## src/rtl/pulse_duration_uart_frame_decoder_unit_defines.svh

```systemverilog
// Assertion macros shared by the decoder RTL.
`ifndef PULSE_DURATION_UART_FRAME_DECODER_UNIT_DEFINES_SVH
`define PULSE_DURATION_UART_FRAME_DECODER_UNIT_DEFINES_SVH

// The consequent must hold in the same cycle as the antecedent.
`define PDU_ASSERT_IMPLY(label, clk, rst_n, ante, cons, msg) \
    label: assert property (@(posedge clk) disable iff (!rst_n) (ante) |-> (cons)) \
        else $error(msg);

// The consequent must hold in the cycle after the antecedent.
`define PDU_ASSERT_NEXT(label, clk, rst_n, ante, cons, msg) \
    label: assert property (@(posedge clk) disable iff (!rst_n) (ante) |=> (cons)) \
        else $error(msg);

`endif

```

## src/rtl/pdu_pkg.sv

```systemverilog
package pdu_pkg;

    // Frame layout: start bit, eight data bits LSB first, even parity, stop bit.
    localparam int FRAME_BITS = 11;
    localparam int DATA_BITS  = 8;
    localparam int START_BIT  = 0;
    localparam int STOP_BIT   = 10;

    // Datapath widths.
    localparam int TICK_W        = 12;
    localparam int BYTES_W       = 6;
    localparam int BITS_W        = 4;
    localparam int LIMIT_W       = 16;
    localparam int EDGE_KEEP_W   = 18;
    localparam int EDGE_W        = 19;
    localparam int SAMPLE_KEEP_W = 16;
    localparam int SAMPLE_W      = 17;
    localparam int STATUS_W      = 3;

    // Configuration port.
    localparam int CFG_IDX_W  = 2;
    localparam int CFG_DATA_W = 12;

    typedef enum logic [CFG_IDX_W-1:0] {
        CFG_BIT_TICKS     = 2'd0,
        CFG_SAMPLE_OFFSET = 2'd1,
        CFG_MAX_BYTES     = 2'd2,
        CFG_MIN_BYTES     = 2'd3
    } cfg_idx_t;

    // Reset values, derived from a 4 MHz tick and 9600 baud.
    localparam int TICK_HZ   = 4000000;
    localparam int LINE_BAUD = 9600;
    localparam logic [TICK_W-1:0]  RST_BIT_TICKS     = TICK_W'(TICK_HZ / LINE_BAUD);
    localparam logic [TICK_W-1:0]  RST_SAMPLE_OFFSET = TICK_W'(TICK_HZ / LINE_BAUD / 2 / 3);
    localparam logic [BYTES_W-1:0] RST_MAX_BYTES     = BYTES_W'(32);
    localparam logic [BYTES_W-1:0] RST_MIN_BYTES     = BYTES_W'(3);

    // Packet status codes.
    typedef enum logic [STATUS_W-1:0] {
        ST_GOOD   = 3'd0,
        ST_SHORT  = 3'd1,
        ST_START  = 3'd2,
        ST_STOP   = 3'd3,
        ST_PARITY = 3'd4,
        ST_MANY   = 3'd5,
        ST_LONG   = 3'd6
    } status_t;

    // Verdict on one completed frame.
    typedef struct packed {
        logic                 fail;
        status_t              status;
        logic [DATA_BITS-1:0] data_byte;
        logic [BYTES_W-1:0]   bytes_next;
    } check_t;

endpackage

```

## src/rtl/pdu_intf.sv

```systemverilog
// Pulse request channel: one captured low/high pulse pair.
interface pdu_pulse_if #(
    parameter int DURATION_BITS = 15
) ();
    logic                     valid;
    logic                     ready;
    logic [DURATION_BITS-1:0] low_ticks;
    logic [DURATION_BITS-1:0] high_ticks;
    logic                     is_last;

    modport source (output valid, output low_ticks, output high_ticks, output is_last,
                    input ready);
    modport sink   (input valid, input low_ticks, input high_ticks, input is_last,
                    output ready);
endinterface

// Result channel: one decoded byte or packet close.
interface pdu_result_if ();
    logic                             valid;
    logic                             ready;
    logic [pdu_pkg::DATA_BITS-1:0]    byte_value;
    logic                             byte_valid;
    logic                             packet_end;
    logic [pdu_pkg::STATUS_W-1:0]     packet_status;

    modport source (output valid, output byte_value, output byte_valid,
                    output packet_end, output packet_status, input ready);
    modport sink   (input valid, input byte_value, input byte_valid,
                    input packet_end, input packet_status, output ready);
endinterface

// Configuration write channel.
interface pdu_cfg_if ();
    logic                              valid;
    logic                              ready;
    logic [pdu_pkg::CFG_IDX_W-1:0]     index;
    logic [pdu_pkg::CFG_DATA_W-1:0]    data;

    modport source (output valid, output index, output data, input ready);
    modport sink   (input valid, input index, input data, output ready);
endinterface

```

## src/rtl/pdu_frame_check.sv

```systemverilog
module pdu_frame_check (
    input  logic [pdu_pkg::FRAME_BITS-1:0] frame,
    input  logic [pdu_pkg::BYTES_W-1:0]    bytes_taken,
    input  logic [pdu_pkg::BYTES_W-1:0]    max_bytes,
    input  logic [pdu_pkg::BYTES_W-1:0]    min_bytes,
    input  logic                           is_last,
    output pdu_pkg::check_t                check
);
    import pdu_pkg::*;

    logic [BYTES_W-1:0] bytes_inc;

    assign bytes_inc = bytes_taken + BYTES_W'(1);

    // Frame checks in priority order, then the byte limit and the packet length.
    always_comb
    begin
        check            = '0;
        check.data_byte  = frame[START_BIT+1 +: DATA_BITS];
        check.status     = ST_GOOD;
        check.bytes_next = '0;
        priority if (frame[START_BIT])
        begin
            check.fail   = 1'b1;
            check.status = ST_START;
        end
        else if (!frame[STOP_BIT])
        begin
            check.fail   = 1'b1;
            check.status = ST_STOP;
        end
        else if (!(^frame))
        begin
            check.fail   = 1'b1;
            check.status = ST_PARITY;
        end
        else if (bytes_inc >= max_bytes)
        begin
            check.fail   = 1'b1;
            check.status = ST_MANY;
        end
        else if (is_last)
        begin
            check.status = (bytes_inc >= min_bytes) ? ST_GOOD : ST_SHORT;
        end
        else
        begin
            check.bytes_next = bytes_inc;
        end
    end

endmodule

```

## src/rtl/pulse_duration_uart_frame_decoder_unit.sv

```systemverilog
// UART 8E1 receiver that works on captured line pulses. Each request on the
// pulse channel carries the low and the high duration of one pulse in timer
// ticks; the block rebuilds 11-bit frames by sampling each bit slot
// sample_offset ticks after it begins and gives at most one result per pulse:
// a good byte, or a packet close with its status. A high part of zero or the
// last pulse pads the frame with idle-high bits. After an error, pulses are
// dropped up to and including the next last pulse. Pulses are handled one at
// a time. A dropped pulse goes from the prepare state straight back to idle.
// A pulse that is too long, or whose sampling point already lies past the
// frame, goes from prepare to finish. Any other pulse passes prepare, the
// sampling of the low part, the high step, the padding step when the frame
// is padded, the sampling of the high part and finish. A single shared adder
// advances the sampling point by one bit slot per cycle, and at most 11 bits
// are sampled during one pulse. A finished result waits in an output
// register, so the next pulse is accepted while it is still pending; the
// block stalls only when a second result is due before the first is taken.
// Configuration writes are taken in any cycle and act at once.
module pulse_duration_uart_frame_decoder_unit #(
    parameter int DURATION_BITS = 15
) (
    input  logic         clk,
    input  logic         rst_n,
    pdu_cfg_if.sink      cfg,
    pdu_pulse_if.sink    pulse,
    pdu_result_if.source result
);
    import pdu_pkg::*;

    `include "pulse_duration_uart_frame_decoder_unit_defines.svh"

    localparam int CMP_W = (DURATION_BITS > LIMIT_W) ? DURATION_BITS : LIMIT_W;

    typedef enum logic [2:0] {
        S_IDLE,
        S_PREP,
        S_BITS0,
        S_HIGH,
        S_PAD,
        S_BITS1,
        S_FINISH
    } state_t;

    // Configuration registers.
    logic [TICK_W-1:0]  bit_ticks_reg;
    logic [TICK_W-1:0]  sample_offset_reg;
    logic [BYTES_W-1:0] max_bytes_reg;
    logic [BYTES_W-1:0] min_bytes_reg;

    // Sequencer and decoder state.
    state_t                   state_reg, state_next;
    logic [EDGE_W-1:0]        edge_reg, edge_next;
    logic [SAMPLE_W-1:0]      sample_reg, sample_next;
    logic [FRAME_BITS-1:0]    shift_reg, shift_next;
    logic [BITS_W-1:0]        bits_reg, bits_next;
    logic [BYTES_W-1:0]       bytes_reg, bytes_next;
    logic                     dropping_reg, dropping_next;
    logic [DURATION_BITS-1:0] low_reg, low_next;
    logic [DURATION_BITS-1:0] high_reg, high_next;
    logic                     last_reg, last_next;
    logic                     long_reg, long_next;

    // Output register.
    logic                 out_valid_reg, out_valid_next;
    logic [DATA_BITS-1:0] out_byte_reg, out_byte_next;
    logic                 out_bvalid_reg, out_bvalid_next;
    logic                 out_end_reg, out_end_next;
    status_t              out_status_reg, out_status_next;

    // Derived values.
    logic [TICK_W-1:0]   step;
    logic [LIMIT_W-1:0]  limit;
    logic [SAMPLE_W-1:0] sample_eff;
    logic                too_long;
    logic                take_bit;
    logic                pad;
    logic                complete;
    logic                out_free;
    logic [EDGE_W-1:0]   add_a;
    logic [EDGE_W-1:0]   add_b;
    logic [EDGE_W-1:0]   add_sum;
    check_t              check;

    // Configuration writes are always taken.
    assign cfg.ready = 1'b1;

    always_ff @(posedge clk or negedge rst_n)
    begin
        if (!rst_n)
        begin
            bit_ticks_reg     <= RST_BIT_TICKS;
            sample_offset_reg <= RST_SAMPLE_OFFSET;
            max_bytes_reg     <= RST_MAX_BYTES;
            min_bytes_reg     <= RST_MIN_BYTES;
        end
        else if (cfg.valid)
        begin
            unique case (cfg_idx_t'(cfg.index))
                CFG_BIT_TICKS:     bit_ticks_reg     <= cfg.data;
                CFG_SAMPLE_OFFSET: sample_offset_reg <= cfg.data;
                CFG_MAX_BYTES:     max_bytes_reg     <= cfg.data[BYTES_W-1:0];
                CFG_MIN_BYTES:     min_bytes_reg     <= cfg.data[BYTES_W-1:0];
            endcase
        end
    end

    // Bit pitch (zero acts as one) and the length of a whole frame.
    assign step  = (bit_ticks_reg == '0) ? TICK_W'(1) : bit_ticks_reg;
    assign limit = LIMIT_W'(step) * LIMIT_W'(FRAME_BITS);

    // Sampling point, reloaded when a new frame starts.
    assign sample_eff = (edge_reg == '0) ? SAMPLE_W'(sample_offset_reg) : sample_reg;

    assign too_long = (CMP_W'(low_reg) > CMP_W'(limit)) ||
                      (CMP_W'(high_reg) > CMP_W'(limit));
    assign take_bit = (EDGE_W'(sample_reg) < edge_reg) &&
                      (bits_reg < BITS_W'(FRAME_BITS));
    assign pad      = last_reg || (high_reg == '0);
    assign complete = (sample_reg[SAMPLE_KEEP_W-1:0] >= limit) || last_reg;
    assign out_free = !out_valid_reg || result.ready;

    // Shared adder: line time and sampling point advance through it.
    always_comb
    begin
        unique case (state_reg)
            S_PREP:
            begin
                add_a = edge_reg;
                add_b = EDGE_W'(low_reg);
            end
            S_BITS0, S_BITS1:
            begin
                add_a = EDGE_W'(sample_reg);
                add_b = EDGE_W'(step);
            end
            S_HIGH:
            begin
                add_a = edge_reg;
                add_b = EDGE_W'(high_reg);
            end
            S_PAD:
            begin
                add_a = edge_reg;
                add_b = EDGE_W'(limit);
            end
            default:
            begin
                add_a = '0;
                add_b = '0;
            end
        endcase
    end

    assign add_sum = add_a + add_b;

    pdu_frame_check u_check (
        .frame       (shift_reg),
        .bytes_taken (bytes_reg),
        .max_bytes   (max_bytes_reg),
        .min_bytes   (min_bytes_reg),
        .is_last     (last_reg),
        .check       (check)
    );

    // Sequencer next state.
    always_comb
    begin
        state_next      = state_reg;
        edge_next       = edge_reg;
        sample_next     = sample_reg;
        shift_next      = shift_reg;
        bits_next       = bits_reg;
        bytes_next      = bytes_reg;
        dropping_next   = dropping_reg;
        low_next        = low_reg;
        high_next       = high_reg;
        last_next       = last_reg;
        long_next       = long_reg;
        out_valid_next  = out_valid_reg && !result.ready;
        out_byte_next   = out_byte_reg;
        out_bvalid_next = out_bvalid_reg;
        out_end_next    = out_end_reg;
        out_status_next = out_status_reg;

        unique case (state_reg)
            S_IDLE:
            begin
                if (pulse.valid)
                begin
                    low_next   = pulse.low_ticks;
                    high_next  = pulse.high_ticks;
                    last_next  = pulse.is_last;
                    long_next  = 1'b0;
                    state_next = S_PREP;
                end
            end

            S_PREP:
            begin
                if (dropping_reg)
                begin
                    if (last_reg)
                    begin
                        dropping_next = 1'b0;
                        edge_next     = '0;
                        shift_next    = '0;
                        bits_next     = '0;
                        bytes_next    = '0;
                    end
                    state_next = S_IDLE;
                end
                else
                begin
                    sample_next = sample_eff;
                    if (too_long)
                    begin
                        long_next  = 1'b1;
                        state_next = S_FINISH;
                    end
                    else if (sample_eff < SAMPLE_W'(limit))
                    begin
                        edge_next  = add_sum;
                        state_next = S_BITS0;
                    end
                    else
                    begin
                        state_next = S_FINISH;
                    end
                end
            end

            // Bits sampled during the low part shift in as zero.
            S_BITS0:
            begin
                if (take_bit)
                begin
                    sample_next = add_sum[SAMPLE_W-1:0];
                    shift_next  = {1'b0, shift_reg[FRAME_BITS-1:1]};
                    bits_next   = bits_reg + BITS_W'(1);
                end
                else
                begin
                    state_next = S_HIGH;
                end
            end

            S_HIGH:
            begin
                edge_next  = add_sum;
                state_next = pad ? S_PAD : S_BITS1;
            end

            // Idle-high padding of one whole frame.
            S_PAD:
            begin
                edge_next  = add_sum;
                state_next = S_BITS1;
            end

            // Bits sampled during the high part shift in as one.
            S_BITS1:
            begin
                if (take_bit)
                begin
                    sample_next = add_sum[SAMPLE_W-1:0];
                    shift_next  = {1'b1, shift_reg[FRAME_BITS-1:1]};
                    bits_next   = bits_reg + BITS_W'(1);
                end
                else
                begin
                    edge_next   = {1'b0, edge_reg[EDGE_KEEP_W-1:0]};
                    sample_next = {1'b0, sample_reg[SAMPLE_KEEP_W-1:0]};
                    state_next  = S_FINISH;
                end
            end

            // Close a finished or over-long frame into the output register when it is free.
            S_FINISH:
            begin
                if (!long_reg && !complete)
                begin
                    state_next = S_IDLE;
                end
                else if (out_free)
                begin
                    edge_next      = '0;
                    shift_next     = '0;
                    bits_next      = '0;
                    out_valid_next = 1'b1;
                    if (long_reg || check.fail)
                    begin
                        out_byte_next   = '0;
                        out_bvalid_next = 1'b0;
                        out_end_next    = 1'b1;
                        out_status_next = long_reg ? ST_LONG : check.status;
                        bytes_next      = '0;
                        dropping_next   = !last_reg;
                    end
                    else
                    begin
                        out_byte_next   = check.data_byte;
                        out_bvalid_next = 1'b1;
                        out_end_next    = last_reg;
                        out_status_next = check.status;
                        bytes_next      = check.bytes_next;
                    end
                    state_next = S_IDLE;
                end
            end
        endcase
    end

    // State and registered outputs.
    always_ff @(posedge clk or negedge rst_n)
    begin
        if (!rst_n)
        begin
            state_reg      <= S_IDLE;
            edge_reg       <= '0;
            sample_reg     <= SAMPLE_W'(RST_SAMPLE_OFFSET);
            shift_reg      <= '0;
            bits_reg       <= '0;
            bytes_reg      <= '0;
            dropping_reg   <= 1'b0;
            low_reg        <= '0;
            high_reg       <= '0;
            last_reg       <= 1'b0;
            long_reg       <= 1'b0;
            out_valid_reg  <= 1'b0;
            out_byte_reg   <= '0;
            out_bvalid_reg <= 1'b0;
            out_end_reg    <= 1'b0;
            out_status_reg <= ST_GOOD;
        end
        else
        begin
            state_reg      <= state_next;
            edge_reg       <= edge_next;
            sample_reg     <= sample_next;
            shift_reg      <= shift_next;
            bits_reg       <= bits_next;
            bytes_reg      <= bytes_next;
            dropping_reg   <= dropping_next;
            low_reg        <= low_next;
            high_reg       <= high_next;
            last_reg       <= last_next;
            long_reg       <= long_next;
            out_valid_reg  <= out_valid_next;
            out_byte_reg   <= out_byte_next;
            out_bvalid_reg <= out_bvalid_next;
            out_end_reg    <= out_end_next;
            out_status_reg <= out_status_next;
        end
    end

    assign pulse.ready          = (state_reg == S_IDLE);
    assign result.valid         = out_valid_reg;
    assign result.byte_value    = out_byte_reg;
    assign result.byte_valid    = out_bvalid_reg;
    assign result.packet_end    = out_end_reg;
    assign result.packet_status = out_status_reg;

    // Between pulses the line time and sampling point are wrapped and the bit count is bounded.
    `PDU_ASSERT_IMPLY(a_idle_wrapped, clk, rst_n, state_reg == S_IDLE, edge_reg[EDGE_W-1] == 1'b0 && sample_reg[SAMPLE_W-1] == 1'b0 && bits_reg <= BITS_W'(FRAME_BITS), "state not wrapped between pulses")

    // A result without a byte always closes the packet with an error.
    `PDU_ASSERT_IMPLY(a_error_closes, clk, rst_n, result.valid && !result.byte_valid, result.packet_end && result.packet_status != ST_GOOD && result.byte_value == '0, "error result malformed")

    // A result that does not close the packet carries a good byte.
    `PDU_ASSERT_IMPLY(a_open_is_byte, clk, rst_n, result.valid && !result.packet_end, result.byte_valid && result.packet_status == ST_GOOD, "open result without byte")

    // An accepted pulse keeps the block busy in the next cycle.
    `PDU_ASSERT_NEXT(a_busy_after_accept, clk, rst_n, pulse.valid && pulse.ready, !pulse.ready, "ready right after a request")

endmodule

```

## src/flat_wrapper.sv

```systemverilog
// flat-port wrapper written by rule: the top's interface ports become plain ports
module pulse_duration_uart_frame_decoder_unit_flat import pdu_pkg::*;
#(
    parameter int DURATION_BITS = 15
)
  (clk, rst_n, cfg_valid, cfg_index, cfg_data, cfg_ready, pulse_valid, pulse_low_ticks, pulse_high_ticks, pulse_is_last, pulse_ready, result_valid, result_byte_value, result_byte_valid, result_packet_end, result_packet_status, result_ready);
  pdu_cfg_if cfg_i ();
  pdu_pulse_if #(.DURATION_BITS(DURATION_BITS)) pulse_i ();
  pdu_result_if result_i ();
  input  logic clk;
  input  logic rst_n;
  input wire logic [$bits(cfg_i.valid)-1:0] cfg_valid;
  input wire logic [$bits(cfg_i.index)-1:0] cfg_index;
  input wire logic [$bits(cfg_i.data)-1:0] cfg_data;
  output wire logic [$bits(cfg_i.ready)-1:0] cfg_ready;
  input wire logic [$bits(pulse_i.valid)-1:0] pulse_valid;
  input wire logic [$bits(pulse_i.low_ticks)-1:0] pulse_low_ticks;
  input wire logic [$bits(pulse_i.high_ticks)-1:0] pulse_high_ticks;
  input wire logic [$bits(pulse_i.is_last)-1:0] pulse_is_last;
  output wire logic [$bits(pulse_i.ready)-1:0] pulse_ready;
  output wire logic [$bits(result_i.valid)-1:0] result_valid;
  output wire logic [$bits(result_i.byte_value)-1:0] result_byte_value;
  output wire logic [$bits(result_i.byte_valid)-1:0] result_byte_valid;
  output wire logic [$bits(result_i.packet_end)-1:0] result_packet_end;
  output wire logic [$bits(result_i.packet_status)-1:0] result_packet_status;
  input wire logic [$bits(result_i.ready)-1:0] result_ready;
  assign cfg_i.valid = cfg_valid;
  assign cfg_i.index = cfg_index;
  assign cfg_i.data = cfg_data;
  assign cfg_ready = cfg_i.ready;
  assign pulse_i.valid = pulse_valid;
  assign pulse_i.low_ticks = pulse_low_ticks;
  assign pulse_i.high_ticks = pulse_high_ticks;
  assign pulse_i.is_last = pulse_is_last;
  assign pulse_ready = pulse_i.ready;
  assign result_valid = result_i.valid;
  assign result_byte_value = result_i.byte_value;
  assign result_byte_valid = result_i.byte_valid;
  assign result_packet_end = result_i.packet_end;
  assign result_packet_status = result_i.packet_status;
  assign result_i.ready = result_ready;
  pulse_duration_uart_frame_decoder_unit #(.DURATION_BITS(DURATION_BITS)) u_core (.clk(clk), .rst_n(rst_n), .cfg(cfg_i), .pulse(pulse_i), .result(result_i));
endmodule
```

## config.mk

```make
export PLATFORM = sky130hd
export DESIGN_NAME = pulse_duration_uart_frame_decoder_unit_flat
export DESIGN_NICKNAME = d
export VERILOG_FILES = /design/src/rtl/pdu_pkg.sv /design/src/rtl/pdu_intf.sv /design/src/rtl/pdu_frame_check.sv /design/src/rtl/pulse_duration_uart_frame_decoder_unit.sv /design/src/flat_wrapper.sv
export VERILOG_INCLUDE_DIRS = /design/src /design/src/rtl
export SDC_FILE = /design/constraint.sdc
export NUM_CORES = 1
export LEC_CHECK = 0
export BUFFER_PORTS_ARGS = -buffer_cell sky130_fd_sc_hd__buf_2
export CAP_MARGIN = 10
export CORE_MARGIN = 2
export CORE_UTILIZATION = 60
export CTS_CLUSTER_DIAMETER = 30
export CTS_CLUSTER_SIZE = 25
export DETAILED_ROUTE_END_ITERATION = 8
export PLACE_DENSITY = 0.82
export SLEW_MARGIN = 20
export SYNTH_ARGS = -nofsm -noshare
export SYNTH_HDL_FRONTEND = slang
export SYNTH_SLANG_ARGS = --single-unit
```

## constraint.sdc

```tcl
create_clock -name clk -period 10.7 [get_ports clk]
set_input_delay 2.14 -clock clk [delete_from_list [all_inputs] [get_ports clk]]
set_output_delay 2.14 -clock clk [all_outputs]
set_load 0.1 [all_outputs]
```

# == After elaboration in Yosys (flattened, before gate mapping) ==
# Cells that the tools add are included.
# totals
register_bits,143
out_inout_bits,16
mem_count,0
ramBits,0
elab_cells,182
romBits,0
input_bits,50
latch_bits,0
# classes
mux,75
n_lt_le_gt_ge,8
shift,0
div,0
multipliers,1
eq_ne,26
bitwise_logic,2
n_reduce_logical,45
n_addsub,3
# ops
op,count
$mux 19,7
$pmux 19 s4,1
$mux 17,4
$mux 11,6
$pmux 16 s4,1
$mux 6,10
$pmux 17 s3,1
$pmux 11 s4,1
$pmux 19 s2,1
$mux 3,11
$gt 15x16->1,2
$mux 4,8
$pmux 3 s7,1
$reduce_and 7->1,3
$add 19x16->19,1
$logic_not 19->1,1
$lt 17x19->1,1
$lt 17x16->1,1
$mux 1,17
$ge 16x16->1,1
$mul 12x4->16 const B,1
$ne 2x1->1 const B,8
$reduce_and 4->1,4
$logic_not 15->1,1
other kinds (35),67

# == Longest topological paths before layout ==
# Gate-level depths: netlist of run 1.
# logic_depth
depth_word,13
ltp_mapped,25
depth_no_buf,24

# == Hierarchy ==
# A second synthesis of run 1 with hierarchy kept.
# hier_totals
hier_cells,1163
hier_area_um2,11075.6
# modules_own_cells
module,area_per_inst_um2,instances,cells_each,seq_area_each_um2
pulse_duration_uart_frame_decoder_unit,10491.3,1,1086,3593.4
pdu_frame_check,584.3,1,77,0.0

# == Worst setup path before layout of run 1 ==
# OpenSTA, ideal clock, no wires.
# synth_path
path_kind,reg2reg
from,register u_core.bit_ticks_reg[3]
to,register u_core.edge_reg[13]
setup_slack_ps,5495
path_stages_with_launch,25
path_buffers,2
setup_time_ps,135
arrival_ps,5070
period_less_slack_ps,5205
cell_sequence,dfrtp_1 nor4_2 a41o_1 ha_1 inv_1 fa_1 inv_1 ha_1 o21ai_0 o211ai_1 a31oi_1 nor2b_1 o21ai_0 nand2b_1 xnor2_1 ha_1 a211oi_1 o21ai_0 a22o_1 a31o_2 o22ai_1 a21o_1 buf_2 clkbuf_1 o41ai_1
# synth_via
elab_chain_cells,9
# synth_rtl
element,line,source
from (decl),pulse_duration_uart_frame_decoder_unit.sv:44,logic [TICK_W-1:0] bit_ticks_reg;
from (signal assigned),pulse_duration_uart_frame_decoder_unit.sv:98,CFG_BIT_TICKS: bit_ticks_reg <= cfg.data;
$logic_not 12->1,pulse_duration_uart_frame_decoder_unit.sv:107,assign step = (bit_ticks_reg == '0) ? TICK_W'(1) : bit_ticks_reg;
$mux 12 (*),pulse_duration_uart_frame_decoder_unit.sv:107,
$mul 12x4->16,pulse_duration_uart_frame_decoder_unit.sv:108,assign limit = LIMIT_W'(step) * LIMIT_W'(FRAME_BITS);
$pmux 16 s4 or $ge 16x16->1 (tied branches),"pulse_duration_uart_frame_decoder_unit.sv:124, pulse_duration_uart_frame_decoder_unit.sv:118",
$add 19x16->19 or $logic_or 1x1->1 (tied branches),"pulse_duration_uart_frame_decoder_unit.sv:153, pulse_duration_uart_frame_decoder_unit.sv:118",
$mux 19 or $logic_not 1->1 (tied branches),"pulse_duration_uart_frame_decoder_unit.sv:219, pulse_duration_uart_frame_decoder_unit.sv:279",
$mux 19 or $logic_and 1x1->1 (tied branches),"pulse_duration_uart_frame_decoder_unit.sv:214, pulse_duration_uart_frame_decoder_unit.sv:279",
$mux 19 or $ne 2x2->1 (tied branches),n/a,
$pmux 19 s4 or $reduce_and 7->1 (tied branches),n/a,
to (signal assigned),pulse_duration_uart_frame_decoder_unit.sv:337,edge_reg <= edge_next;
to (decl),pulse_duration_uart_frame_decoder_unit.sv:51,"logic [EDGE_W-1:0] edge_reg, edge_next;"
# Mark *: on every way between the ends. The rest lies on a longest branch, timed or not. The select of a mux whose other input is x is not followed.
# A chain may end at the register's enable or synchronous reset.

# == Worst setup path after layout of run 1 ==
# layout_path
from,register u_core.bit_ticks_reg[6]
to,register u_core.edge_reg[12]
# Same word-level chain as after synthesis.

==> metrics.json, run 1 <==
{
  "crit_path_time_final": {"value": 6.68, "unit": "ns"},
  "tritoncts.num_buffers": {"value": 17},
  "cp_startpoint_kind": {"value": "flop"},
  "clock_tree.htree_level_count": {"value": 4},
  "routed-wl-met2": {"value": 13.9, "unit": "mm"},
  "cts.sink_count": {"value": 143},
  "post_route_cells_drive_above_1_share": {"value": 0.190},
  "synth_mux_area_frac": {"value": 0.0916},
  "pin_count_of_the_biggest_net_entering_global_routing": {"value": 87},
  "post_synth_num_cell_types": {"value": 82},
  "fmax": {"value": 150, "unit": "MHz"},
  "initial_utilization": {"value": 0.609},
  "port_buffers": {"value": 64},
  "clock_transition_at_the_register_clock_pins_on_the_worst_setup_and_hold_paths_after_cts": {"value": 0.07, "unit": "ns"},
  "design.final.nets": {"value": 1385},
  "route.final.wire_length": {"value": 30.2, "unit": "mm"},
  "worstMarginPinSlew": {"value": 1.11, "unit": "ns"},
  "cts-resized-gates": {"value": 0},
  "hpwl_detailed": {"value": 22.1, "unit": "mm"},
  "final_hold_viol_count": {"value": 0},
  "synth-xor-area-share": {"value": 0.0336},
  "first_global_vias": {"value": 9161},
  "syn-mean-instance-area": {"value": 9.47, "unit": "um^2"},
  "hold_buffers": {"value": 0},
  "grt_pass1_wl": {"value": 48.3, "unit": "mm"},
  "via_per_instance_ratio": {"value": 6.50},
  "synth_compound_area_frac": {"value": 0.201},
  "synthSimpleGateAreaFrac": {"value": 0.125},
  "synth_top_family_by_area": {"value": "compound AO/OA/AOI/OAI gates"},
  "area_growth": {"value": 9.67, "unit": "%"},
  "track_usage": {"value": 0.316},
  "route.layer.met1.wl": {"value": 12.3, "unit": "mm"},
  "clock_skew": {"value": 0.00746, "unit": "ns"},
  "crit_family": {"value": "compound AO/OA/AOI/OAI gates"},
  "remaining_drc_errors": {"value": 0},
  "setup_repair_after_global_routing_missed_its_margin": {"value": "false"},
  "floorplan.die.height": {"value": 139, "unit": "um"},
  "timing.slew.headroom": {"value": 0.260},
  "area_of_the_core": {"value": 0.0179, "unit": "mm^2"},
  "cts_tree": {"value": "built"},
  "worstHoldPathType": {"value": "reg2reg"},
  "max_reg_flops": {"value": 19},
  "top_layer": {"value": "met4"},
  "synth-main-ff-cell": {"value": "dfrtp_1"},
  "synthAdderAreaFrac": {"value": 0.172},
  "synth-edff-count": {"value": 0},
  "globalRouteOverflowTotal": {"value": 0},
  "place_ws": {"value": 4.25, "unit": "ns"},
  "final_max_slew_viol_count": {"value": 0},
  "final-setup-viol-count": {"value": 0},
  "vias": {"value": 9302},
  "postSynthNetCount": {"value": 1344},
  "outcome": {"value": "finished clean"},
  "count_of_standard_cell_rows": {"value": 49},
  "routabilityCongestion": {"value": 0.973},
  "final.period_utilization": {"value": 0.624},
  "synth.cell_area": {"value": 0.0109, "unit": "mm^2"},
  "insertion_delay": {"value": 0.43, "unit": "ns"},
  "detailroute.wirelength.met3": {"value": 2.86, "unit": "mm"},
  "drt_pre_antenna_iters": {"value": 5},
  "synth_seq_area_share": {"value": 0.330},
  "drtAntennaViolNets": {"value": 0},
  "place_inst": {"value": 1401},
  "fin_setup_tns": {"value": 0, "unit": "ns"},
  "routedWlPerCell": {"value": 21.1, "unit": "um"},
  "worstSetupEndpointType": {"value": "flop"},
  "critical_path_buf_inv_count": {"value": 2},
  "clock-root-buffer": {"value": "clkbuf_16"},
  "crit_fanout": {"value": 36},
  "die_x": {"value": 139, "unit": "um"},
  "critical_path_required": {"value": 11.01, "unit": "ns"},
  "ioPinCount": {"value": 66},
  "fp.dieArea": {"value": 0.0193, "unit": "mm^2"},
  "postSynthCellCount": {"value": 1150},
  "cp_slowest_cell": {"value": "a21o_1"},
  "antenna_found_initial": {"value": 0},
  "cp_cell_sequence": {"value": "nor4_2 -> a41o_1 -> ha_1 -> inv_1 -> fa_1 -> inv_1 -> ha_1 -> o21ai_0 -> o21bai_1 -> a21oi_1 -> o21bai_1 -> a21oi_1 -> xor2_1 -> ha_1 -> a21oi_1 -> o21ai_0 -> a22o_1 -> a31o_2 -> o22ai_1 -> a21o_1 -> o21ai_0 -> o41ai_1"},
  "drtIter0Drc": {"value": 972},
  "layout_setup_ws": {"value": 4.02, "unit": "ns"},
  "critPathKind": {"value": "reg2reg"},
  "synth-warning-count": {"value": 0},
  "antenna-diode-count": {"value": 0},
  "stdcell_count": {"value": 1432},
  "yosys_register_bits": {"value": 143},
  "clock_tree.buffer_depth": {"value": 2},
  "cp_data_arrival_time": {"value": 6.99, "unit": "ns"},
  "cts_post_setup_buffers_inserted": {"value": 0},
  "critical-path-max-stage-delay": {"value": 0.86, "unit": "ns"},
  "drv.max_cap_violation_count": {"value": 0},
  "ys_async_rst_share": {"value": 1.00}
}
-- metal layers --
| layer | vias to the layer above | global-route usage |
|---|---|---|
| met3 | 96 | 0.0677 |
| li1 | 4272 | - |
| met2 | 512 | 0.512 |
| met5 | - | 0 |
| met4 | 0 | 0.128 |
| met1 | 4422 | 0.414 |
-- path summary, 6_finish.rpt --
kind	slack, ns	endpoint	depth (start not counted)	start
max	4.02	u_core.edge_reg[12]	22	u_core.bit_ticks_reg[6]
min	0.47	u_core.result.byte_valid	1	u_core.result.byte_valid
max reg2reg	4.02	u_core.edge_reg[12]	22	u_core.bit_ticks_reg[6]
min reg2reg	0.47	u_core.result.byte_valid	1	u_core.result.byte_valid
max in group asynchronous	7.70	u_core.sample_reg[12]	2	rst_n
min in group asynchronous	1.76	u_core.max_bytes_reg[0]	1	rst_n
-- through the flow --
| step | utilization | hold WS (ns) | area (um^2) |
|---|---|---|---|
| 2_1_floorplan | - | 0.459 | 10900 |
| 3_3_place_gp | 0.635 | 0.458 | 11400 |
| 3_5_place_dp | 0.635 | 0.462 | 11400 |
| 4_1_cts | 0.667 | 0.477 | 11900 |
| 5_1_grt | 0.667 | 0.491 | 11900 |
| 6_report | 0.667 | 0.472 | 11900 |
-- cell usage after synthesis (all sizes together), types with 7 or more instances --
cell type  number  area [um^2]
nand3          17         90.1
a22oi          13         97.6
a211oi         10         87.6
nand2         116          435
nor4           11          109
o41ai          18          165
o2bb2ai         7         61.3
clkbuf         34          129
a22o           12          105
o21ai         111          567
ha            134         1680
o211ai          7         52.6
o221ai         11          103
inv            75          282
dfrtp         131         3280
nor2b          14         87.6
nor2           47          193
dfstp          12          315
nand2b         17          106
xor2           17          149
fa             10          200
buf            17         90.1
xnor2          24          218
a21oi          69          357
mux2           86          968
a21o           25          188
nand4          10         77.6
nor3           19          100
-- area by class of cell --
type	instances	area, um^2
Multi-Input combinational cell	880	6820
Sequential cell	143	3590
Tap cell	229	287
Timing Repair Buffer	73	394
Clock inverter	14	146
Fill cell	1400	5950
Inverter	76	285
Clock buffer	17	425
-- cells in the final DEF (no fill, tap or decap), drive strengths merged, types with 4 or more instances in the layout --
cell / n
ha: 134
dfrtp: 131
nand2: 116
o21ai: 111
mux2: 86
inv: 84
buf: 73
a21oi: 69
nor2: 47
a21o: 25
xnor2: 24
nor3: 19
o41ai: 18
nand2b: 17
xor2: 17
clkbuf: 17
nand3: 17
nor2b: 14
a22oi: 13
a22o: 12
dfstp: 12
o221ai: 11
nor4: 11
fa: 10
nand4: 10
a211oi: 10
o211ai: 7
o2bb2ai: 7
o21bai: 6
a31oi: 5
o21a: 5
and2: 5
o22ai: 4
a211o: 4
or4: 4
clkinvlp: 4
-- kinds of logic (layout without fill, tap and decap cells) --
family | after synthesis | after routing
fa+ha+maj | 144 | 144
other cells | 1 | 1
buf+inv | 127 | 180
compound gates | 332 | 332
flops | 143 | 143
xor+xnor | 41 | 41
mux | 89 | 89
simple gates | 273 | 273
Power of run 1 is left out: the tool's default activity adds up to more than one toggle a clock period on the data nets, which glitch-free logic cannot reach.
==> inputs of run 2 (changes only) <==
--- a/config.mk
+++ b/config.mk
@@ -9,11 +9,11 @@
 export BUFFER_PORTS_ARGS = -buffer_cell sky130_fd_sc_hd__buf_2
 export CAP_MARGIN = 10
 export CORE_MARGIN = 2
-export CORE_UTILIZATION = 60
+export CORE_UTILIZATION = 56
 export CTS_CLUSTER_DIAMETER = 30
 export CTS_CLUSTER_SIZE = 25
 export DETAILED_ROUTE_END_ITERATION = 8
-export PLACE_DENSITY = 0.82
+export PLACE_DENSITY = 0.8
 export SLEW_MARGIN = 20
 export SYNTH_ARGS = -nofsm -noshare
 export SYNTH_HDL_FRONTEND = slang
==> constraint.sdc (replaced) <==
create_clock -name clk -period 5.3 [get_ports clk]
set_input_delay 1.06 -clock clk [delete_from_list [all_inputs] [get_ports clk]]
set_output_delay 1.06 -clock clk [all_outputs]
set_load 0.1 [all_outputs]
==> metrics.json, run 2 (synthesis gave the netlist of run 1 again) <==
{
  "outcome": {"value": "finished, violations left"},
  "failed_checks": {"value": "setup timing"},
  "cts_tree": {"value": "built"},
  "final_hold_viol_count": {"value": 0},
  "whs_path_depth": {"value": 1},
  "antenna_found_initial": {"value": 0},
  "count_of_standard_cell_rows": {"value": 51},
  "max_reg_flops": {"value": 19},
  "via_per_instance_ratio": {"value": 6.39},
  "globalRouteOverflowTotal": {"value": 0},
  "ff_latch_area": {"value": 0.00359, "unit": "mm^2"},
  "drt_pre_antenna_iters": {"value": 6},
  "cp_slowest_cell": {"value": "fa_1"},
  "clock_tree.htree_level_count": {"value": 4},
  "layout_setup_ws": {"value": -0.161, "unit": "ns"},
  "clock_tree.buffer_depth": {"value": 2},
  "route.final.wire_length": {"value": 33.7, "unit": "mm"},
  "crit_family": {"value": "compound AO/OA/AOI/OAI gates"},
  "clock_skew": {"value": 0.00949, "unit": "ns"},
  "initial_utilization": {"value": 0.565},
  "cp_startpoint_kind": {"value": "flop"},
  "multi_input_comb_area": {"value": 0.00755, "unit": "mm^2"},
  "routabilityCongestion": {"value": 1.01},
  "final_max_slew_viol_count": {"value": 0},
  "floorplan.die.height": {"value": 143, "unit": "um"},
  "place_ws": {"value": -0.504, "unit": "ns"},
  "cts.sink_count": {"value": 143},
  "cp_data_arrival_time": {"value": 5.77, "unit": "ns"},
  "hpwl_detailed": {"value": 23.5, "unit": "mm"},
  "antenna-diode-count": {"value": 0},
  "mostFrequentLayoutCell": {"value": "dfrtp_1"},
  "ioPinCount": {"value": 66},
  "worstMarginPinSlew": {"value": 1.02, "unit": "ns"},
  "design.final.nets": {"value": 1488},
  "critical_path_required": {"value": 5.60, "unit": "ns"},
  "crit_path_time_final": {"value": 5.46, "unit": "ns"},
  "worstSetupEndpointType": {"value": "flop"},
  "drtIter0Drc": {"value": 906},
  "drv.max_cap_violation_count": {"value": 0},
  "critical_path_buf_inv_count": {"value": 6},
  "critPathKind": {"value": "reg2reg"},
  "worstHoldPathType": {"value": "reg2reg"},
  "post_route_cells_drive_above_1_share": {"value": 0.327},
  "clock_transition_at_the_register_clock_pins_on_the_worst_setup_and_hold_paths_after_cts": {"value": 0.06, "unit": "ns"},
  "worst-path-stages": {"value": 27},
  "pin_count_of_the_biggest_net_entering_global_routing": {"value": 107},
  "n_fill_cell": {"value": 1366},
  "setup_repair_after_global_routing_missed_its_margin": {"value": "true"},
  "fmax": {"value": 183, "unit": "MHz"},
  "area_of_the_core": {"value": 0.0193, "unit": "mm^2"},
  "final.period_utilization": {"value": 1.03},
  "tritoncts.num_buffers": {"value": 17},
  "final-setup-viol-count": {"value": 37},
  "die_x": {"value": 143, "unit": "um"},
  "routedWlPerCell": {"value": 21.5, "unit": "um"},
  "first_global_vias": {"value": 9878},
  "clock-root-buffer": {"value": "clkbuf_16"},
  "vias": {"value": 10100},
  "layout_common_cells": {"value": "dfrtp_1 (131), ha_1 (124), nand2_1 (112)"},
  "track_usage": {"value": 0.321},
  "timing.slew.headroom": {"value": 0.322},
  "area_growth": {"value": 24.6, "unit": "%"},
  "path_common_cell": {"value": "buf_4"},
  "grt_pass1_wl": {"value": 51.2, "unit": "mm"},
  "remaining_drc_errors": {"value": 0},
  "worst_r2r_path_depth": {"value": 27},
  "fp.dieArea": {"value": 0.0206, "unit": "mm^2"},
  "port_buffers": {"value": 64},
  "drtAntennaViolNets": {"value": 0},
  "crit_fanout": {"value": 12},
  "insertion_delay": {"value": 0.44, "unit": "ns"},
  "critical-path-max-stage-delay": {"value": 0.50, "unit": "ns"}
}
==> run 2: final cells by class <==
type                    count  area share
multi-input cells         881       0.556
flip-flops and latches    143       0.265
repair buffers            175      0.0922
clock buffers              18      0.0316
well taps                 265      0.0244
inverters                  76      0.0210
clock inverters            14     0.00977
==> run 2: per-layer routing <==
metal | track usage | vias up | part of all wire
met5 | 0 | - | 0
met4 | 0.149 | 0 | 0.052
met3 | 0.0650 | 141 | 0.080
met2 | 0.528 | 521 | 0.47
met1 | 0.406 | 4895 | 0.40
li1 | - | 4495 | -
==> run 2: path summary, 6_finish.rpt <==
kind | from | to | slack [ns]
max in group asynchronous | rst_n | u_core.sample_offset_reg[6] | 3.49
hold reg to reg | u_core.result.byte_valid | u_core.result.byte_valid | 0.47
min in group asynchronous | rst_n | u_core.max_bytes_reg[3] | 0.72
setup reg to reg | u_core.bit_ticks_reg[6] | u_core.edge_reg[7] | -0.16
setup / recovery | u_core.bit_ticks_reg[6] | u_core.edge_reg[7] | -0.16
hold / removal | u_core.result.byte_valid | u_core.result.byte_valid | 0.47
==> run 2: timing repair <==
action	4_1_cts	5_1_grt
gates cloned	2	0
setup endpoints to repair	53	60
resized for setup	41	110
setup buffers	12	12
hold buffers	0	0
pin swaps	27	46
==> run 2: through the flow <==
| stage | instance area (um^2) | utilization | setup TNS [ns] | hold WS, ns | cells |
|---|---|---|---|---|---|
| final | 13600 | 0.704 | -2.60 | 0.473 | 1572 |
| after detailed placement | 12000 | 0.623 | -14.77 | 0.465 | 1515 |
| after floorplan | 10900 | - | 0 | 0.459 | 1150 |
| after global placement | 12000 | 0.623 | -6.28 | 0.456 | 1515 |
| after CTS | 12900 | 0.672 | 0 | 0.480 | 1561 |
| after global routing | 13600 | 0.704 | -10.73 | 0.504 | 1572 |
Power of run 2 is left out for the same reason.
